$ cat src/design/wpcm_pkg.sv
// Package for the wildcard pattern capture matcher.
// Holds character codes, mode and state types and the controller/datapath structs.
// No dependencies.
package wpcm_pkg;

  localparam int unsigned PatMaxDefault = 32;
  localparam int unsigned StrMaxDefault = 1024;

  localparam int unsigned CfgIdxW = 3;
  localparam int unsigned CfgDataW = 64;
  localparam int unsigned PatIdxW = 6;

  localparam logic [CfgIdxW-1:0] CfgPat0 = 3'd0;
  localparam logic [CfgIdxW-1:0] CfgPat1 = 3'd1;
  localparam logic [CfgIdxW-1:0] CfgPat2 = 3'd2;
  localparam logic [CfgIdxW-1:0] CfgPat3 = 3'd3;
  localparam logic [CfgIdxW-1:0] CfgPatLen = 3'd4;

  localparam logic [7:0] ChBar = 8'h7c;
  localparam logic [7:0] ChPercent = 8'h25;
  localparam logic [7:0] ChStar = 8'h2a;
  localparam logic [7:0] ChHash = 8'h23;
  localparam logic [7:0] ChBackslash = 8'h5c;
  localparam logic [7:0] ChComma = 8'h2c;
  localparam logic [7:0] ChLParen = 8'h28;
  localparam logic [7:0] ChRParen = 8'h29;
  localparam logic [7:0] ChMinus = 8'h2d;
  localparam logic [7:0] ChLowerL = 8'h6c;
  localparam logic [7:0] ChUpperL = 8'h4c;
  localparam logic [7:0] ChZero = 8'h30;
  localparam logic [7:0] ChNine = 8'h39;

  typedef enum logic [1:0] {
    ModeLit = 2'd0,
    ModeRun = 2'd1,
    ModeNum = 2'd2
  } mode_e;

  typedef enum logic [5:0] {
    StIdle = 6'b000001,
    StChk  = 6'b000010,
    StStep = 6'b000100,
    StEnd  = 6'b001000,
    StFin  = 6'b010000,
    StPass = 6'b100000
  } state_e;

  typedef struct packed {
    logic load;
    logic overflow;
    logic skip;
    logic step;
    logic close;
    logic finish;
  } cmd_t;

  typedef struct packed {
    logic has_char;
    logic last;
    logic full;
    logic failed;
    logic done;
  } sts_t;

endpackage

$ cat src/design/wpcm_if.sv
// Stream interfaces for the matcher: one for text beats, one for result beats.
// Depends on nothing.
interface wpcm_in_if;
  logic       valid;
  logic       ready;
  logic [7:0] ch;
  logic       has_char;
  logic       last;
  modport source (output valid, ch, has_char, last, input ready);
  modport sink (input valid, ch, has_char, last, output ready);
endinterface

interface wpcm_out_if;
  logic               valid;
  logic               ready;
  logic               match_ok;
  logic               capture_seen;
  logic [9:0]         capture_start;
  logic [10:0]        capture_length;
  logic               number_ok;
  logic signed [31:0] number_value;
  logic               line_too_long;
  modport source (output valid, match_ok, capture_seen, capture_start, capture_length,
                  number_ok, number_value, line_too_long, input ready);
  modport sink (input valid, match_ok, capture_seen, capture_start, capture_length,
                number_ok, number_value, line_too_long, output ready);
endinterface

$ cat src/design/wpcm_ctrl.sv
// Sequencer for the matcher: walks each beat through check, step and line-end phases.
// Depends on wpcm_pkg.
module wpcm_ctrl (
  input  logic            clk_i,
  input  logic            rst_ni,
  input  logic            in_valid_i,
  output logic            in_ready_o,
  output logic            out_valid_o,
  input  logic            out_ready_i,
  input  wpcm_pkg::sts_t  sts_i,
  output wpcm_pkg::cmd_t  cmd_o
);
  import wpcm_pkg::*;

  state_e state_q, state_d;
  logic   out_valid_q, out_valid_d;
  logic   out_free;

  assign out_free    = !out_valid_q || out_ready_i;
  assign in_ready_o  = (state_q == StIdle);
  assign out_valid_o = out_valid_q;

  always_comb begin
    state_d = state_q;
    cmd_o   = '0;
    unique case (state_q)
      StIdle: begin
        if (in_valid_i) begin
          cmd_o.load = 1'b1;
          state_d    = StChk;
        end
      end
      StChk: begin
        if (!sts_i.has_char) begin
          state_d = sts_i.last ? StEnd : StIdle;
        end else if (sts_i.full) begin
          cmd_o.overflow = 1'b1;
          state_d        = sts_i.last ? StEnd : StIdle;
        end else if (sts_i.failed) begin
          cmd_o.skip = 1'b1;
          state_d    = sts_i.last ? StEnd : StIdle;
        end else begin
          state_d = StStep;
        end
      end
      StStep: begin
        cmd_o.step = 1'b1;
        if (sts_i.done) state_d = sts_i.last ? StEnd : StIdle;
      end
      StEnd: begin
        cmd_o.close = 1'b1;
        state_d     = StFin;
      end
      StFin: begin
        if (out_free) begin
          cmd_o.finish = 1'b1;
          state_d      = StPass;
        end
      end
      StPass: begin
        state_d = StIdle;
      end
      default: state_d = StIdle;
    endcase
  end

  always_comb begin
    out_valid_d = out_valid_q;
    if (out_ready_i) out_valid_d = 1'b0;
    if (cmd_o.finish) out_valid_d = 1'b1;
  end

  always_ff @(posedge clk_i or negedge rst_ni) begin
    if (!rst_ni) begin
      state_q     <= StIdle;
      out_valid_q <= 1'b0;
    end else begin
      state_q     <= state_d;
      out_valid_q <= out_valid_d;
    end
  end

endmodule

$ cat src/design/wpcm_datapath.sv
// Datapath for the matcher: pattern store, line state, number parser, result register.
// Depends on wpcm_pkg.
module wpcm_datapath #(
  parameter int unsigned MAX_PATTERN = wpcm_pkg::PatMaxDefault,
  parameter int unsigned MAX_STRING  = wpcm_pkg::StrMaxDefault
) (
  input  logic                          clk_i,
  input  logic                          rst_ni,
  input  wpcm_pkg::cmd_t                cmd_i,
  output wpcm_pkg::sts_t                sts_o,
  input  logic [7:0]                    ch_i,
  input  logic                          has_char_i,
  input  logic                          last_i,
  input  logic                          cfg_we_i,
  input  logic [wpcm_pkg::CfgIdxW-1:0]  cfg_idx_i,
  input  logic [wpcm_pkg::CfgDataW-1:0] cfg_data_i,
  output logic                          match_ok_o,
  output logic                          capture_seen_o,
  output logic [9:0]                    capture_start_o,
  output logic [10:0]                   capture_length_o,
  output logic                          number_ok_o,
  output logic signed [31:0]            number_value_o,
  output logic                          line_too_long_o
);
  import wpcm_pkg::*;

  localparam int unsigned PW = $clog2(MAX_STRING + 1);
  localparam int unsigned EW = (PW > 11) ? PW : 11;

  logic [3:0][CfgDataW-1:0] pat_q;
  logic [PatIdxW-1:0]       plen_q;
  logic [7:0]               c_q;
  logic                     has_q, last_q;

  logic [PatIdxW-1:0] idx_q, idx_d;
  mode_e              mode_q, mode_d;
  logic               early_q, early_d, failed_q, failed_d, esc_q, esc_d;
  logic [PW-1:0]      pos_q, pos_d, rb_q, rb_d;
  logic               cap_q, cap_d, taken_q, taken_d, too_long_q, too_long_d;
  logic [9:0]         lcs_q, lcs_d;
  logic [10:0]        lcl_q, lcl_d;
  logic [31:0]        acc_q, acc_d;
  logic               neg_q, neg_d, bad_q, bad_d, suf_q, suf_d;
  logic               done;

  logic [PatIdxW-1:0] n;
  logic [7:0]         x;
  logic [EW-1:0]      diff_ext, rb_ext;
  logic               c_delim, x_delim, c_digit, at_begin;
  logic               ok, num_ok;

  assign n = (plen_q > PatIdxW'(MAX_PATTERN)) ? PatIdxW'(MAX_PATTERN) : plen_q;
  assign x = pat_q[idx_q[4:3]][idx_q[2:0]*8 +: 8];
  assign c_delim = (c_q == ChComma) || (c_q == ChLParen) || (c_q == ChRParen);
  assign x_delim = (x == ChComma) || (x == ChLParen) || (x == ChRParen);
  assign c_digit = (c_q >= ChZero) && (c_q <= ChNine);
  assign at_begin = (pos_q == rb_q);
  assign diff_ext = EW'(pos_q - rb_q);
  assign rb_ext = EW'(rb_q);

  assign ok = !failed_q && ((idx_q >= n) || (x == ChBar) || early_q);
  assign num_ok = ok && taken_q && !bad_q && !(neg_q && (lcl_q == 11'd1));

  assign sts_o.has_char = has_q;
  assign sts_o.last     = last_q;
  assign sts_o.full     = (pos_q >= PW'(MAX_STRING));
  assign sts_o.failed   = failed_q;
  assign sts_o.done     = done;

  always_comb begin
    idx_d = idx_q; mode_d = mode_q; early_d = early_q; failed_d = failed_q;
    esc_d = esc_q; pos_d = pos_q; rb_d = rb_q; cap_d = cap_q; taken_d = taken_q;
    too_long_d = too_long_q; lcs_d = lcs_q; lcl_d = lcl_q; acc_d = acc_q;
    neg_d = neg_q; bad_d = bad_q; suf_d = suf_q;
    done = 1'b0;
    if (cmd_i.overflow) begin
      too_long_d = 1'b1;
      failed_d   = 1'b1;
    end
    if (cmd_i.skip) pos_d = pos_q + 1'b1;
    if (cmd_i.step) begin
      unique case (mode_q)
        ModeRun: begin
          if (!c_delim && (c_q != ChHash)) begin
            done = 1'b1;
            if (cap_q) begin
              if (at_begin && (c_q == ChMinus)) neg_d = 1'b1;
              else if (suf_q) bad_d = 1'b1;
              else if (c_digit) acc_d = (acc_q << 3) + (acc_q << 1) + 32'(c_q - ChZero);
              else if ((c_q == ChLowerL) || (c_q == ChUpperL)) suf_d = 1'b1;
              else bad_d = 1'b1;
            end
          end else if (at_begin) begin
            failed_d = 1'b1;
            done     = 1'b1;
          end else begin
            // close the run and look at the next element
            if (cap_q) begin
              lcs_d   = rb_ext[9:0];
              lcl_d   = diff_ext[10:0];
              taken_d = 1'b1;
            end
            idx_d  = idx_q + 1'b1;
            mode_d = ModeLit;
          end
        end
        ModeNum: begin
          if (c_digit) done = 1'b1;
          else if (at_begin) begin
            failed_d = 1'b1;
            done     = 1'b1;
          end else begin
            idx_d  = idx_q + 1'b1;
            mode_d = ModeLit;
          end
        end
        default: begin
          if (esc_q) begin
            esc_d = 1'b0;
            done  = 1'b1;
            if (c_q == x) idx_d = idx_q + 1'b1;
            else failed_d = 1'b1;
          end else if (idx_q >= n) begin
            failed_d = 1'b1;
            done     = 1'b1;
          end else if (x_delim) begin
            done = 1'b1;
            if (c_delim) idx_d = idx_q + 1'b1;
            else failed_d = 1'b1;
          end else if ((x == ChPercent) || (x == ChStar)) begin
            mode_d = ModeRun;
            rb_d   = pos_q;
            cap_d  = (x == ChPercent);
            if (x == ChPercent) begin
              acc_d = '0; neg_d = 1'b0; bad_d = 1'b0; suf_d = 1'b0;
            end
          end else if (x == ChHash) begin
            mode_d = ModeNum;
            if (c_q == ChMinus) begin
              rb_d = pos_q + 1'b1;
              done = 1'b1;
            end else begin
              rb_d = pos_q;
            end
          end else if (x == ChBar) begin
            early_d = 1'b1;
            idx_d   = idx_q + 1'b1;
          end else if (x == ChBackslash) begin
            idx_d = idx_q + 1'b1;
            if ((idx_q + 1'b1) >= n) begin
              failed_d = 1'b1;
              done     = 1'b1;
            end else begin
              esc_d = 1'b1;
            end
          end else begin
            done = 1'b1;
            if (c_q == x) idx_d = idx_q + 1'b1;
            else failed_d = 1'b1;
          end
        end
      endcase
      if (done) pos_d = pos_q + 1'b1;
    end
    if (cmd_i.close && !failed_q) begin
      if (mode_q == ModeRun) begin
        if (at_begin) failed_d = 1'b1;
        else begin
          if (cap_q) begin
            lcs_d   = rb_ext[9:0];
            lcl_d   = diff_ext[10:0];
            taken_d = 1'b1;
          end
          idx_d  = idx_q + 1'b1;
          mode_d = ModeLit;
        end
      end else if (mode_q == ModeNum) begin
        if (at_begin) failed_d = 1'b1;
        else begin
          idx_d  = idx_q + 1'b1;
          mode_d = ModeLit;
        end
      end
    end
    if (cmd_i.finish) begin
      // drop all line state, keep the pattern
      idx_d = '0; mode_d = ModeLit; early_d = 1'b0; failed_d = 1'b0; esc_d = 1'b0;
      pos_d = '0; rb_d = '0; cap_d = 1'b0; taken_d = 1'b0; too_long_d = 1'b0;
      lcs_d = '0; lcl_d = '0; acc_d = '0; neg_d = 1'b0; bad_d = 1'b0; suf_d = 1'b0;
    end
  end

  always_ff @(posedge clk_i or negedge rst_ni) begin
    if (!rst_ni) begin
      pat_q <= '0; plen_q <= '0;
      idx_q <= '0; mode_q <= ModeLit; early_q <= 1'b0; failed_q <= 1'b0; esc_q <= 1'b0;
      pos_q <= '0; rb_q <= '0; cap_q <= 1'b0; taken_q <= 1'b0; too_long_q <= 1'b0;
      lcs_q <= '0; lcl_q <= '0; acc_q <= '0; neg_q <= 1'b0; bad_q <= 1'b0; suf_q <= 1'b0;
    end else begin
      if (cfg_we_i) begin
        unique case (cfg_idx_i)
          CfgPat0:   pat_q[0] <= cfg_data_i;
          CfgPat1:   pat_q[1] <= cfg_data_i;
          CfgPat2:   pat_q[2] <= cfg_data_i;
          CfgPat3:   pat_q[3] <= cfg_data_i;
          CfgPatLen: plen_q <= cfg_data_i[PatIdxW-1:0];
          default: ;
        endcase
      end
      idx_q <= idx_d; mode_q <= mode_d; early_q <= early_d; failed_q <= failed_d;
      esc_q <= esc_d; pos_q <= pos_d; rb_q <= rb_d; cap_q <= cap_d; taken_q <= taken_d;
      too_long_q <= too_long_d; lcs_q <= lcs_d; lcl_q <= lcl_d; acc_q <= acc_d;
      neg_q <= neg_d; bad_q <= bad_d; suf_q <= suf_d;
    end
  end

  always_ff @(posedge clk_i) begin
    if (cmd_i.load) begin
      c_q   <= ch_i;
      has_q <= has_char_i;
      last_q <= last_i;
    end
    if (cmd_i.finish) begin
      match_ok_o       <= ok;
      capture_seen_o   <= taken_q;
      capture_start_o  <= lcs_q;
      capture_length_o <= lcl_q;
      number_ok_o      <= num_ok;
      number_value_o   <= num_ok ? (neg_q ? -acc_q : acc_q) : 32'sd0;
      line_too_long_o  <= too_long_q;
    end
  end

endmodule

$ cat src/design/wildcard_pattern_capture_matcher.sv
// Top level of the wildcard pattern capture matcher.
// Depends on wpcm_pkg, wpcm_if, wpcm_ctrl and wpcm_datapath.
//
//  channel  | dir | handshake           | payload
//  ---------+-----+---------------------+------------------------------------------
//  in_i     | in  | valid/ready         | ch, has_char, last
//  out_o    | out | valid/ready         | match_ok, capture fields, number, too_long
//  cfg      | in  | cfg_we_i, no ready  | cfg_idx_i, cfg_data_i (64 bits)
//
// A text beat is loaded, checked, then stepped through the single pattern-walk unit until
// the character is consumed; a beat with no character, or on a failed or full line, skips the steps.
// A final beat adds line-end closing and the result load.
// Reset clears all line state, the pattern and the result valid.
// A waiting result does not block input; only the next result load waits for it.
module wildcard_pattern_capture_matcher #(
  parameter int unsigned MAX_PATTERN = wpcm_pkg::PatMaxDefault,
  parameter int unsigned MAX_STRING  = wpcm_pkg::StrMaxDefault
) (
  input  logic                          clk_i,
  input  logic                          rst_ni,
  wpcm_in_if.sink                       in_i,
  wpcm_out_if.source                    out_o,
  input  logic                          cfg_we_i,
  input  logic [wpcm_pkg::CfgIdxW-1:0]  cfg_idx_i,
  input  logic [wpcm_pkg::CfgDataW-1:0] cfg_data_i
);
  import wpcm_pkg::*;

  cmd_t cmd;
  sts_t sts;

  // sequence each beat through its phases
  wpcm_ctrl u_ctrl (
    .clk_i       (clk_i),
    .rst_ni      (rst_ni),
    .in_valid_i  (in_i.valid),
    .in_ready_o  (in_i.ready),
    .out_valid_o (out_o.valid),
    .out_ready_i (out_o.ready),
    .sts_i       (sts),
    .cmd_o       (cmd)
  );

  // hold pattern, line state and the result register
  wpcm_datapath #(
    .MAX_PATTERN (MAX_PATTERN),
    .MAX_STRING  (MAX_STRING)
  ) u_datapath (
    .clk_i            (clk_i),
    .rst_ni           (rst_ni),
    .cmd_i            (cmd),
    .sts_o            (sts),
    .ch_i             (in_i.ch),
    .has_char_i       (in_i.has_char),
    .last_i           (in_i.last),
    .cfg_we_i         (cfg_we_i),
    .cfg_idx_i        (cfg_idx_i),
    .cfg_data_i       (cfg_data_i),
    .match_ok_o       (out_o.match_ok),
    .capture_seen_o   (out_o.capture_seen),
    .capture_start_o  (out_o.capture_start),
    .capture_length_o (out_o.capture_length),
    .number_ok_o      (out_o.number_ok),
    .number_value_o   (out_o.number_value),
    .line_too_long_o  (out_o.line_too_long)
  );

  a_num_needs_match: assert property (@(posedge clk_i) disable iff (!rst_ni)
    out_o.valid |-> (!out_o.number_ok || out_o.match_ok)) else $error("number without match");

  a_num_needs_cap: assert property (@(posedge clk_i) disable iff (!rst_ni)
    out_o.valid |-> (!out_o.number_ok || out_o.capture_seen)) else $error("number without capture");

  a_long_fails: assert property (@(posedge clk_i) disable iff (!rst_ni)
    out_o.valid |-> (!out_o.line_too_long || !out_o.match_ok)) else $error("long line matched");

  a_one_beat: assert property (@(posedge clk_i) disable iff (!rst_ni)
    (in_i.valid && in_i.ready) |=> !in_i.ready) else $error("second beat taken at once");

endmodule

$ cat src/flat_wrapper.sv
// flat-port wrapper written by rule: the top's interface ports become plain ports
module wildcard_pattern_capture_matcher_flat import wpcm_pkg::*;
#(
  parameter int unsigned MAX_PATTERN = wpcm_pkg::PatMaxDefault,
  parameter int unsigned MAX_STRING  = wpcm_pkg::StrMaxDefault
)
  (clk_i, rst_ni, cfg_we_i, cfg_idx_i, cfg_data_i, in_i_valid, in_i_ch, in_i_has_char, in_i_last, in_i_ready, out_o_valid, out_o_match_ok, out_o_capture_seen, out_o_capture_start, out_o_capture_length, out_o_number_ok, out_o_number_value, out_o_line_too_long, out_o_ready);
  wpcm_in_if in_i_i ();
  wpcm_out_if out_o_i ();
  input  logic clk_i;
  input  logic rst_ni;
  input  logic cfg_we_i;
  input  logic [wpcm_pkg::CfgIdxW-1:0] cfg_idx_i;
  input  logic [wpcm_pkg::CfgDataW-1:0] cfg_data_i;
  input wire logic [$bits(in_i_i.valid)-1:0] in_i_valid;
  input wire logic [$bits(in_i_i.ch)-1:0] in_i_ch;
  input wire logic [$bits(in_i_i.has_char)-1:0] in_i_has_char;
  input wire logic [$bits(in_i_i.last)-1:0] in_i_last;
  output wire logic [$bits(in_i_i.ready)-1:0] in_i_ready;
  output wire logic [$bits(out_o_i.valid)-1:0] out_o_valid;
  output wire logic [$bits(out_o_i.match_ok)-1:0] out_o_match_ok;
  output wire logic [$bits(out_o_i.capture_seen)-1:0] out_o_capture_seen;
  output wire logic [$bits(out_o_i.capture_start)-1:0] out_o_capture_start;
  output wire logic [$bits(out_o_i.capture_length)-1:0] out_o_capture_length;
  output wire logic [$bits(out_o_i.number_ok)-1:0] out_o_number_ok;
  output wire logic [$bits(out_o_i.number_value)-1:0] out_o_number_value;
  output wire logic [$bits(out_o_i.line_too_long)-1:0] out_o_line_too_long;
  input wire logic [$bits(out_o_i.ready)-1:0] out_o_ready;
  assign in_i_i.valid = in_i_valid;
  assign in_i_i.ch = in_i_ch;
  assign in_i_i.has_char = in_i_has_char;
  assign in_i_i.last = in_i_last;
  assign in_i_ready = in_i_i.ready;
  assign out_o_valid = out_o_i.valid;
  assign out_o_match_ok = out_o_i.match_ok;
  assign out_o_capture_seen = out_o_i.capture_seen;
  assign out_o_capture_start = out_o_i.capture_start;
  assign out_o_capture_length = out_o_i.capture_length;
  assign out_o_number_ok = out_o_i.number_ok;
  assign out_o_number_value = out_o_i.number_value;
  assign out_o_line_too_long = out_o_i.line_too_long;
  assign out_o_i.ready = out_o_ready;
  wildcard_pattern_capture_matcher #(.MAX_PATTERN(MAX_PATTERN), .MAX_STRING(MAX_STRING)) u_core (.clk_i(clk_i), .rst_ni(rst_ni), .in_i(in_i_i), .out_o(out_o_i), .cfg_we_i(cfg_we_i), .cfg_idx_i(cfg_idx_i), .cfg_data_i(cfg_data_i));
endmodule
$ cat config.mk
export PLATFORM = sky130hd
export DESIGN_NAME = wildcard_pattern_capture_matcher_flat
export DESIGN_NICKNAME = d
export VERILOG_FILES = /design/src/design/wpcm_pkg.sv /design/src/design/wpcm_if.sv /design/src/design/wpcm_ctrl.sv /design/src/design/wpcm_datapath.sv /design/src/design/wildcard_pattern_capture_matcher.sv /design/src/flat_wrapper.sv
export SDC_FILE = /design/constraint.sdc
export NUM_CORES = 1
export LEC_CHECK = 0
export ABC_AREA = 1
export BUFFER_PORTS_ARGS = -buffer_cell sky130_fd_sc_hd__buf_2
export CAP_MARGIN = 20
export CORE_MARGIN = 2
export CORE_UTILIZATION = 56
export CTS_CLUSTER_DIAMETER = 50
export CTS_CLUSTER_SIZE = 14
export DETAILED_ROUTE_END_ITERATION = 10
export PLACE_DENSITY = 0.77
export SYNTH_ARGS = -nofsm -noshare
export SYNTH_HDL_FRONTEND = slang
export SYNTH_SLANG_ARGS = --single-unit
$ cat constraint.sdc
create_clock -name clk_i -period 6.35 [get_ports clk_i]
set_input_delay 0.9525 -clock clk_i [delete_from_list [all_inputs] [get_ports clk_i]]
set_output_delay 0.9525 -clock clk_i [all_outputs]
set_load 0.01 [all_outputs]
# After elaboration in Yosys (flattened, before gate mapping)
# Index checks and enable logic that the tools add are counted.
[op_classes]
n_addsub = 7
order_cmp = 7
n_eq_ne = 50
n_shift = 1
mux = 209
n_reduce_logical = 47
[ops]
columns = ["cell", "count"]
rows = [
  ["two-way mux 32 bit", 13],
  ["two-way mux 11 bit", 23],
  ["two-way mux 6 bit", 24],
  ["binary-select mux 64 bit (select 2 bit)", 1],
  ["two-way mux 1 bit", 110],
  ["two-way mux 10 bit", 10],
  ["== test 8 x 6 -> 1 bit (second input constant)", 10],
  ["adder 32 bit", 2],
  ["two-way mux 64 bit", 1],
  ["case mux 32 bit (2 select lines)", 1],
  ["variable part select 64 x 7 -> 8 bit", 1],
  ["== test 8 x 7 -> 1 bit (second input constant)", 4],
  ["two-way mux 2 bit", 16],
  ["negation 32 bit", 1],
  ["case mux 6 bit (5 select lines)", 1],
  ["AND reduction 12 bit", 2],
  ["AND reduction 10 bit", 2],
  ["inequality test 3 x 2 -> 1 bit (second input constant)", 6],
  ["inequality test 2 x 1 -> 1 bit (second input constant)", 7],
  ["greater-or-equal comparator 6 bit", 2],
  ["case mux 6 bit (2 select lines)", 1],
  ["AND reduction 2 bit", 6],
  ["AND reduction 6 bit", 2],
  ["adder 11 x 1 -> 11 bit (second input constant)", 1],
  ["other kinds (37)", 74],
]
[word_totals]
register_bits = 428
in_bits = 82
out_inout_bits = 59
elab_cells = 354

# Longest topological paths before layout
[depth]
word_depth = 20
depth_mapped = 29
ltp_nobuf = 26

# Hierarchy
# Synthesis repeated with hierarchy kept, for this count alone.
[hier_totals]
hier_cells = 2929
hier_area_um2 = 23551.3
[modules_own_cells]
columns = ["mod", "instances", "cells_each", "area_each_um2"]
rows = [
  ["wpcm_datapath", 1, 2860, 23080.9],
  ["wpcm_ctrl", 1, 69, 470.5],
]

# Worst setup path before layout
# Ideal clock, no wire load.
[synth_path]
path_type = "flip-flop to flip-flop"
from = "register u_core.u_datapath.c_q[5]"
to = "register u_core.u_datapath.acc_q[24]"
setup_time_ps = 142
arrival_ps = 6687
t_required_ps = 6208
slack_ps = -478
path_stages_with_launch = 15
n_path_buf = 0
synth_period_minus_slack_ps = 6828
cell_sequence = "edfxtp_1 > ha_1 > nor3_1 > fa_1 > ha_1 > a21oi_1 > o21ai_0 > a21boi_0 > o21ai_0 > a21oi_1 > inv_1 > a21oi_1 > o21ai_0 > xnor2_1 > o22ai_1"
[synth_between]
elab_chain_len = 10
[synth_lines]
columns = ["item", "line", "source"]
rows = [
  ["start: declaration", "wpcm_datapath.sv:32", "logic [7:0] c_q;"],
  ["start signal: assignment", "wpcm_datapath.sv:219", "c_q <= ch_i;"],
  ["subtractor 8 x 6 -> 9 bit", "wpcm_datapath.sv:89", "else if (c_digit) acc_d = (acc_q << 3) + (acc_q << 1) + 32'(c_q - ChZero);"],
  ["adder 32 bit", "wpcm_datapath.sv:89", ""],
  ["two-way mux 32 bit", "wpcm_datapath.sv:89", ""],
  ["two-way mux 32 bit", "wpcm_datapath.sv:88", "else if (suf_q) bad_d = 1'b1;"],
  ["two-way mux 32 bit", "wpcm_datapath.sv:87", "if (at_begin && (c_q == ChMinus)) neg_d = 1'b1;"],
  ["two-way mux 32 bit", "wpcm_datapath.sv:86", "if (cap_q) begin"],
  ["two-way mux 32 bit", "wpcm_datapath.sv:84", "if (!c_delim && (c_q != ChHash)) begin"],
  ["case mux 32 bit (2 select lines)", "wpcm_datapath.sv:82", "unique case (mode_q)"],
  ["two-way mux 32 bit", "wpcm_datapath.sv:81", "if (cmd_i.step) begin"],
  ["two-way mux 32 bit", "wpcm_datapath.sv:185", "if (cmd_i.finish) begin"],
  ["end signal: assignment", "wpcm_datapath.sv:198", "lcs_q <= '0; lcl_q <= '0; acc_q <= '0; neg_q <= 1'b0; bad_q <= 1'b0; suf_q <= 1'b0;"],
  ["end signal: assignment", "wpcm_datapath.sv:212", "too_long_q <= too_long_d; lcs_q <= lcs_d; lcl_q <= lcl_d; acc_q <= acc_d;"],
  ["end: declaration", "wpcm_datapath.sv:42", "logic [31:0] acc_q, acc_d;"],
]
# Parallel ways exist; a longest one is shown, timed or not. The select of a mux whose other input is x is not followed.
# A chain may end at the register's enable or synchronous reset.

# Final worst setup path
[layout_path]
from = "register u_core.u_datapath.idx_q[3]"
to = "register u_core.u_datapath.number_value_o[28] (data pin)"
[layout_between]
elab_chain_len = 10
[layout_lines]
columns = ["item", "line", "source"]
rows = [
  ["start: declaration", "wpcm_datapath.sv:35", "logic [PatIdxW-1:0] idx_q, idx_d;"],
  ["start signal: assignment", "wpcm_datapath.sv:210", "idx_q <= idx_d; mode_q <= mode_d; early_q <= early_d; failed_q <= failed_d;"],
  ["binary-select mux 64 bit (select 2 bit)", "wpcm_datapath.sv:53", "assign x = pat_q[idx_q[4:3]][idx_q[2:0]*8 +: 8];"],
  ["two-way mux 64 bit (implied by the code)", "wpcm_datapath.sv:53", ""],
  ["variable part select 64 x 7 -> 8 bit", "wpcm_datapath.sv:53", ""],
  ["== test 8 x 7 -> 1 bit", "wpcm_datapath.sv:61", "assign ok = !failed_q && ((idx_q >= n) || (x == ChBar) || early_q);"],
  ["logical OR 1 bit (*) (2 in series)", "wpcm_datapath.sv:61", ""],
  ["logical AND 1 bit (*)", "wpcm_datapath.sv:61", ""],
  ["logical AND 1 bit (*) (3 in series)", "wpcm_datapath.sv:62", "assign num_ok = ok && taken_q && !bad_q && !(neg_q && (lcl_q == 11'd1));"],
  ["via u_core.u_datapath.num_ok", "wpcm_datapath.sv:50", "logic ok, num_ok;"],
  ["end signal: assignment", "wpcm_datapath.sv:229", "number_value_o <= num_ok ? (neg_q ? -acc_q : acc_q) : 32'sd0;"],
  ["end: declaration", "wpcm_datapath.sv:22", "output logic signed [31:0] number_value_o,"],
]
# Mark *: on every way through the listed nets, which the timed path passes. The rest lies on a longest branch. The select of a mux whose other input is x is not followed.

==> insert_results.sql <==
INSERT INTO impl_metrics (metric_group, metric, value, unit) VALUES
('pwr', 'p_per_cell_area', '386.2', 'nW/um2'),
('place', 'hpwl', '39.92', 'mm'),
('critical_path', 'critPathRequiredTime', '6620', 'ps'),
('floorplanning', 'die_area', '43640', 'um2'),
('grt', 'globalRoute.busiestLayer', 'met2', ''),
('synth', 'synth_top_family_by_area', 'simple AND/OR/NAND/NOR gates', ''),
('critical_path', 'arrival', '4930', 'ps'),
('floorplanning', 'core_area', '41670', 'um2'),
('finish', 'nFillCells', '3592', ''),
('synth', 'basic_gate_share_of_the_synthesized_area_counting_and_or_nand_and_nor_cells', '23.32', '%'),
('finish', 'final-instance-count-excl-fill', '3539', ''),
('run', 'timing.max_cap.violations', '0', ''),
('synth', 'synth_edf_count', '67', ''),
('finish', 'area.growth.synth_to_final', '10.40', '%'),
('sta', 'slew_headroom', '26.00', '%'),
('detailed_routing', 'route.detailed.wl_per_inst', '16.91', 'um'),
('floorplanning', 'boundaryPins', '141', ''),
('sta', 'slew_violations', '0', ''),
('sta', 'finClkSkew', '26.14', 'ps'),
('floorplanning', 'die-width', '208.9', 'um'),
('detailed_routing', 'first_pass_iters', '6', ''),
('critical_path', 'setup.worst_path.end_class', 'flop', ''),
('sta', 'hold_violations', '0', ''),
('critical_path', 'critPathMaxFanout', '76', ''),
('detailed_routing', 'via_cell_ratio', '5.730', ''),
('synth', 'synthXorXnorAreaFrac', '2.831', '%'),
('finish', 'drive_gt1_share', '9.567', '%'),
('synth', 'syn-instance-count', '2904', ''),
('sta', 'layout_worst_path_cycle_share', '73.48', '%'),
('clock_network', 'post-cts-setup-buffer-count', '0', ''),
('critical_path', 'setup.worst_path.start_class', 'flop', ''),
('detailed_routing', 'total_routed_wirelength', '59.85', 'mm'),
('clock_network', 'clkLatencyLatePin', '580', 'ps'),
('place', 'placed_cells_incl_taps', '3456', ''),
('sta', 'timing.final.crit_period', '4666', 'ps'),
('detailed_routing', 'route.vias.total', '20277', ''),
('synth', 'dominantRegCellSynth', 'sky130_fd_sc_hd__dfrtp_1', ''),
('synth', 'synth.area.mux_share', '0', '%'),
('grt', 'number_of_antenna_violations_at_the_first_check_in_global_routing', '0', ''),
('synth', 'yosys.area_share.adder', '5.854', '%'),
('grt', 'total_gr_overflow', '0', ''),
('synth', 'synth_seq_cells', '428', ''),
('finish', 'antenna_cells_inserted', '0', ''),
('clock_network', 'clkTransAtPathRegs', '70', 'ps'),
('sta', 'setup_viol', '0', ''),
('sta', 'setup-tns-final', '0', 'ps'),
('pwr', 'p_leak', '12.59', 'nW'),
('detailed_routing', 'ant_nets', '0', ''),
('clock_network', 'tritoncts', 'done', ''),
('sta', 'rsz0062_at_grt', 'no', ''),
('hold_path', 'worst_hold_path_type', 'in -> async', ''),
('outcome', 'status', 'finished clean', ''),
('sta', 'worst_pin_slew', '1106', 'ps'),
('critical_path', 'timing_worst_setup_path_type', 'reg -> reg', ''),
('sta', 'achievable-frequency', '214.3', 'MHz'),
('place', 'dp_worst_setup_slack', '1576', 'ps'),
('synth', 'synth_async_sr_flop_share', '84.35', '%'),
('clock_network', 'cts-htree-levels', '2', ''),
('synth', 'synth.yosys.seq_area_share', '46.99', '%'),
('grt', 'grt_use_met2', '45.47', '%'),
('grt', 'largest_net_degree_at_the_start_of_global_routing', '137', ''),
('clock_network', 'cts-root-buf', 'sky130_fd_sc_hd__clkbuf_16', ''),
('clock_network', 'post_cts_resized', '0', ''),
('grt', 'grt_usage', '27.80', '%'),
('grt', 'global_route.usage.met1', '38.24', '%'),
('place', 'gp_congestion', '0.8959', ''),
('synth', 'postSynthAreaPerCell', '8.096', 'um2'),
('synth', 'netlist_area', '23510', 'um2'),
('finish', 'layout.nets', '3140', ''),
('sta', 'setup_slack', '1684', 'ps'),
('clock_network', 'post_cts_hold_buffer_count', '0', '');
## through the flow
stage                     power, mW  hold slack, ps  area [um2]  util, %
after CTS                     10.02           435.6       25930    62.23
after global placement        7.183           428.7       24400    58.57
after floorplan               6.363           419.7       23520        -
after global routing          10.72           450.7       25960    62.30
after detailed placement      7.306           430.5       24400    58.57
final                         10.02           392.7       25960    62.30
## synth_stat cells (3+ instances only)
library cell               instances  area, um2
sky130_fd_sc_hd__nand2_1         863       3239
sky130_fd_sc_hd__o21ai_0         385       1927
sky130_fd_sc_hd__dfrtp_1         360       9009
sky130_fd_sc_hd__nand3_1         243       1216
sky130_fd_sc_hd__inv_1           229      859.6
sky130_fd_sc_hd__nor2_1          148      555.5
sky130_fd_sc_hd__a21oi_1         111      555.5
sky130_fd_sc_hd__clkbuf_1         87      326.6
sky130_fd_sc_hd__edfxtp_1         67       2012
sky130_fd_sc_hd__ha_1             62      775.7
sky130_fd_sc_hd__xor2_1           59      516.8
sky130_fd_sc_hd__buf_2            38      190.2
sky130_fd_sc_hd__fa_1             30      600.6
sky130_fd_sc_hd__xnor2_1          17      148.9
sky130_fd_sc_hd__nor3_1           16      80.08
sky130_fd_sc_hd__nand4_1          14      87.58
sky130_fd_sc_hd__o21ai_1          13      65.06
sky130_fd_sc_hd__nor4_1           12      75.07
sky130_fd_sc_hd__o31ai_1          12      90.09
sky130_fd_sc_hd__buf_6            11      123.9
sky130_fd_sc_hd__o211ai_1         11      82.58
sky130_fd_sc_hd__o22ai_2          10      125.1
sky130_fd_sc_hd__buf_4             9      67.56
sky130_fd_sc_hd__a31oi_1           8      50.05
sky130_fd_sc_hd__nand2_2           7      43.79
sky130_fd_sc_hd__o21a_1            7      52.55
sky130_fd_sc_hd__a211oi_1          6      45.04
sky130_fd_sc_hd__a21boi_0          5      37.54
sky130_fd_sc_hd__a22oi_1           5      37.54
sky130_fd_sc_hd__buf_1             5      18.77
sky130_fd_sc_hd__clkinv_1          5      18.77
sky130_fd_sc_hd__o22ai_1           5      31.28
sky130_fd_sc_hd__nand3b_1          4      30.03
sky130_fd_sc_hd__o21bai_1          3      22.52
## cell type report
cell class	instances	area [um2]	area share, %
Timing Repair Buffer	165	943.4	3.635
Tap cell	539	674.4	2.598
Clock buffer	59	1281	4.936
Multi-Input combinational cell	2087	10860	41.86
Clock inverter	23	242.7	0.9352
Inverter	238	898.4	3.461
Sequential cell	428	11050	42.58
## cells by family (layout without fill, tap and decap cells)
group	after synthesis	after routing
AOI/OAI and AO/OA	599	599
xor gates and xnor gates	76	76
adders and majority gates	92	92
buffers and inverters	389	485
DFF	428	428
and+or+nand+nor	1320	1320
## path summary, 6_finish.rpt
path                            cells after the start                                                  to                            startpoint  slack [ps]
max in group asynchronous                           2             u_core.u_datapath.acc_q[20]$_DFFE_PN0P_                                rst_ni        4630
worst min register to register                      0      u_core.u_datapath.capture_start_o[6]$_DFFE_PP_  u_core.u_datapath.lcs_q[6]$_DFF_PN0_         450
worst max-delay path                               17  u_core.u_datapath.number_value_o[28]$_SDFFCE_PN0P_  u_core.u_datapath.idx_q[3]$_DFF_PN0_        1680
worst max register to register                     17  u_core.u_datapath.number_value_o[28]$_SDFFCE_PN0P_  u_core.u_datapath.idx_q[3]$_DFF_PN0_        1680
worst min-delay path                                1            u_core.u_datapath.pat_q[254]$_DFFE_PN0P_                                rst_ni         390
min in group clk_i                                  0      u_core.u_datapath.capture_start_o[6]$_DFFE_PP_  u_core.u_datapath.lcs_q[6]$_DFF_PN0_         450
## placed cells by master, fill, tap and decap left out, drive strengths merged, types with 11 or more instances in the layout
cell / count
fa: 30
xor2: 59
clkbuf: 59
edfxtp: 67
nor3: 16
dfrtp: 360
nor4: 15
nor2: 151
nand2: 872
nand4: 14
o22ai: 15
xnor2: 17
buf: 165
inv: 237
clkinv: 22
o31ai: 12
nand3: 245
o211ai: 11
a21oi: 113
o21ai: 400
ha: 62
## report_power, final
part	total [mW]	internal, mW	switching (mW)
Sequential	3.61	3.21	0.399
Clock	2.69	1.53	1.16
Combinational	3.72	1.25	2.47
Total	10.0	6.00	4.03
## layer usage
| layer | share of wire [%] | vias up |
|---|---|---|
| li1 | - | 9693 |
| met1 | 44 | 9765 |
| met2 | 47 | 697 |
| met3 | 6.3 | 122 |
| met4 | 2.9 | 0 |
| met5 | 0 | - |
## worst max-delay path, cell delays in order, from the launching register on
cell and delay, ps:
sky130_fd_sc_hd__dfrtp_4 720, sky130_fd_sc_hd__inv_4 660, sky130_fd_sc_hd__buf_12 330, sky130_fd_sc_hd__nand2_1 80, sky130_fd_sc_hd__nand3_1 70, sky130_fd_sc_hd__nand3_1 110, sky130_fd_sc_hd__nand2_1 130, sky130_fd_sc_hd__nand2_1 90
sky130_fd_sc_hd__nand3_1 120, sky130_fd_sc_hd__nand2_1 140, sky130_fd_sc_hd__nand2_1 100, sky130_fd_sc_hd__nor2_1 50, sky130_fd_sc_hd__nand2_1 130, sky130_fd_sc_hd__inv_1 100, sky130_fd_sc_hd__o31ai_1 450, sky130_fd_sc_hd__nor2_1 110
sky130_fd_sc_hd__inv_1 670, sky130_fd_sc_hd__nor2_1 170
## sequential cells by signal (all words and copies together), names as in the netlist, 2 cells and up
register                            flops
u_core.u_datapath.lcs_q                10
u_core.u_datapath.idx_q                 6
u_core.u_datapath.capture_start_o      10
u_core.u_datapath.number_value_o       32
u_core.u_datapath.rb_ext               11
u_core.u_datapath.c_q                   8
u_core.u_datapath.plen_q                6
u_core.u_datapath.acc_q                32
u_core.u_datapath.mode_q                2
u_core.u_datapath.pos_q                11
u_core.u_ctrl.state_q                   6
u_core.u_datapath.pat_q               256
u_core.u_datapath.lcl_q                11
u_core.u_datapath.capture_length_o     11
Power figures use the tool's default switching activity.
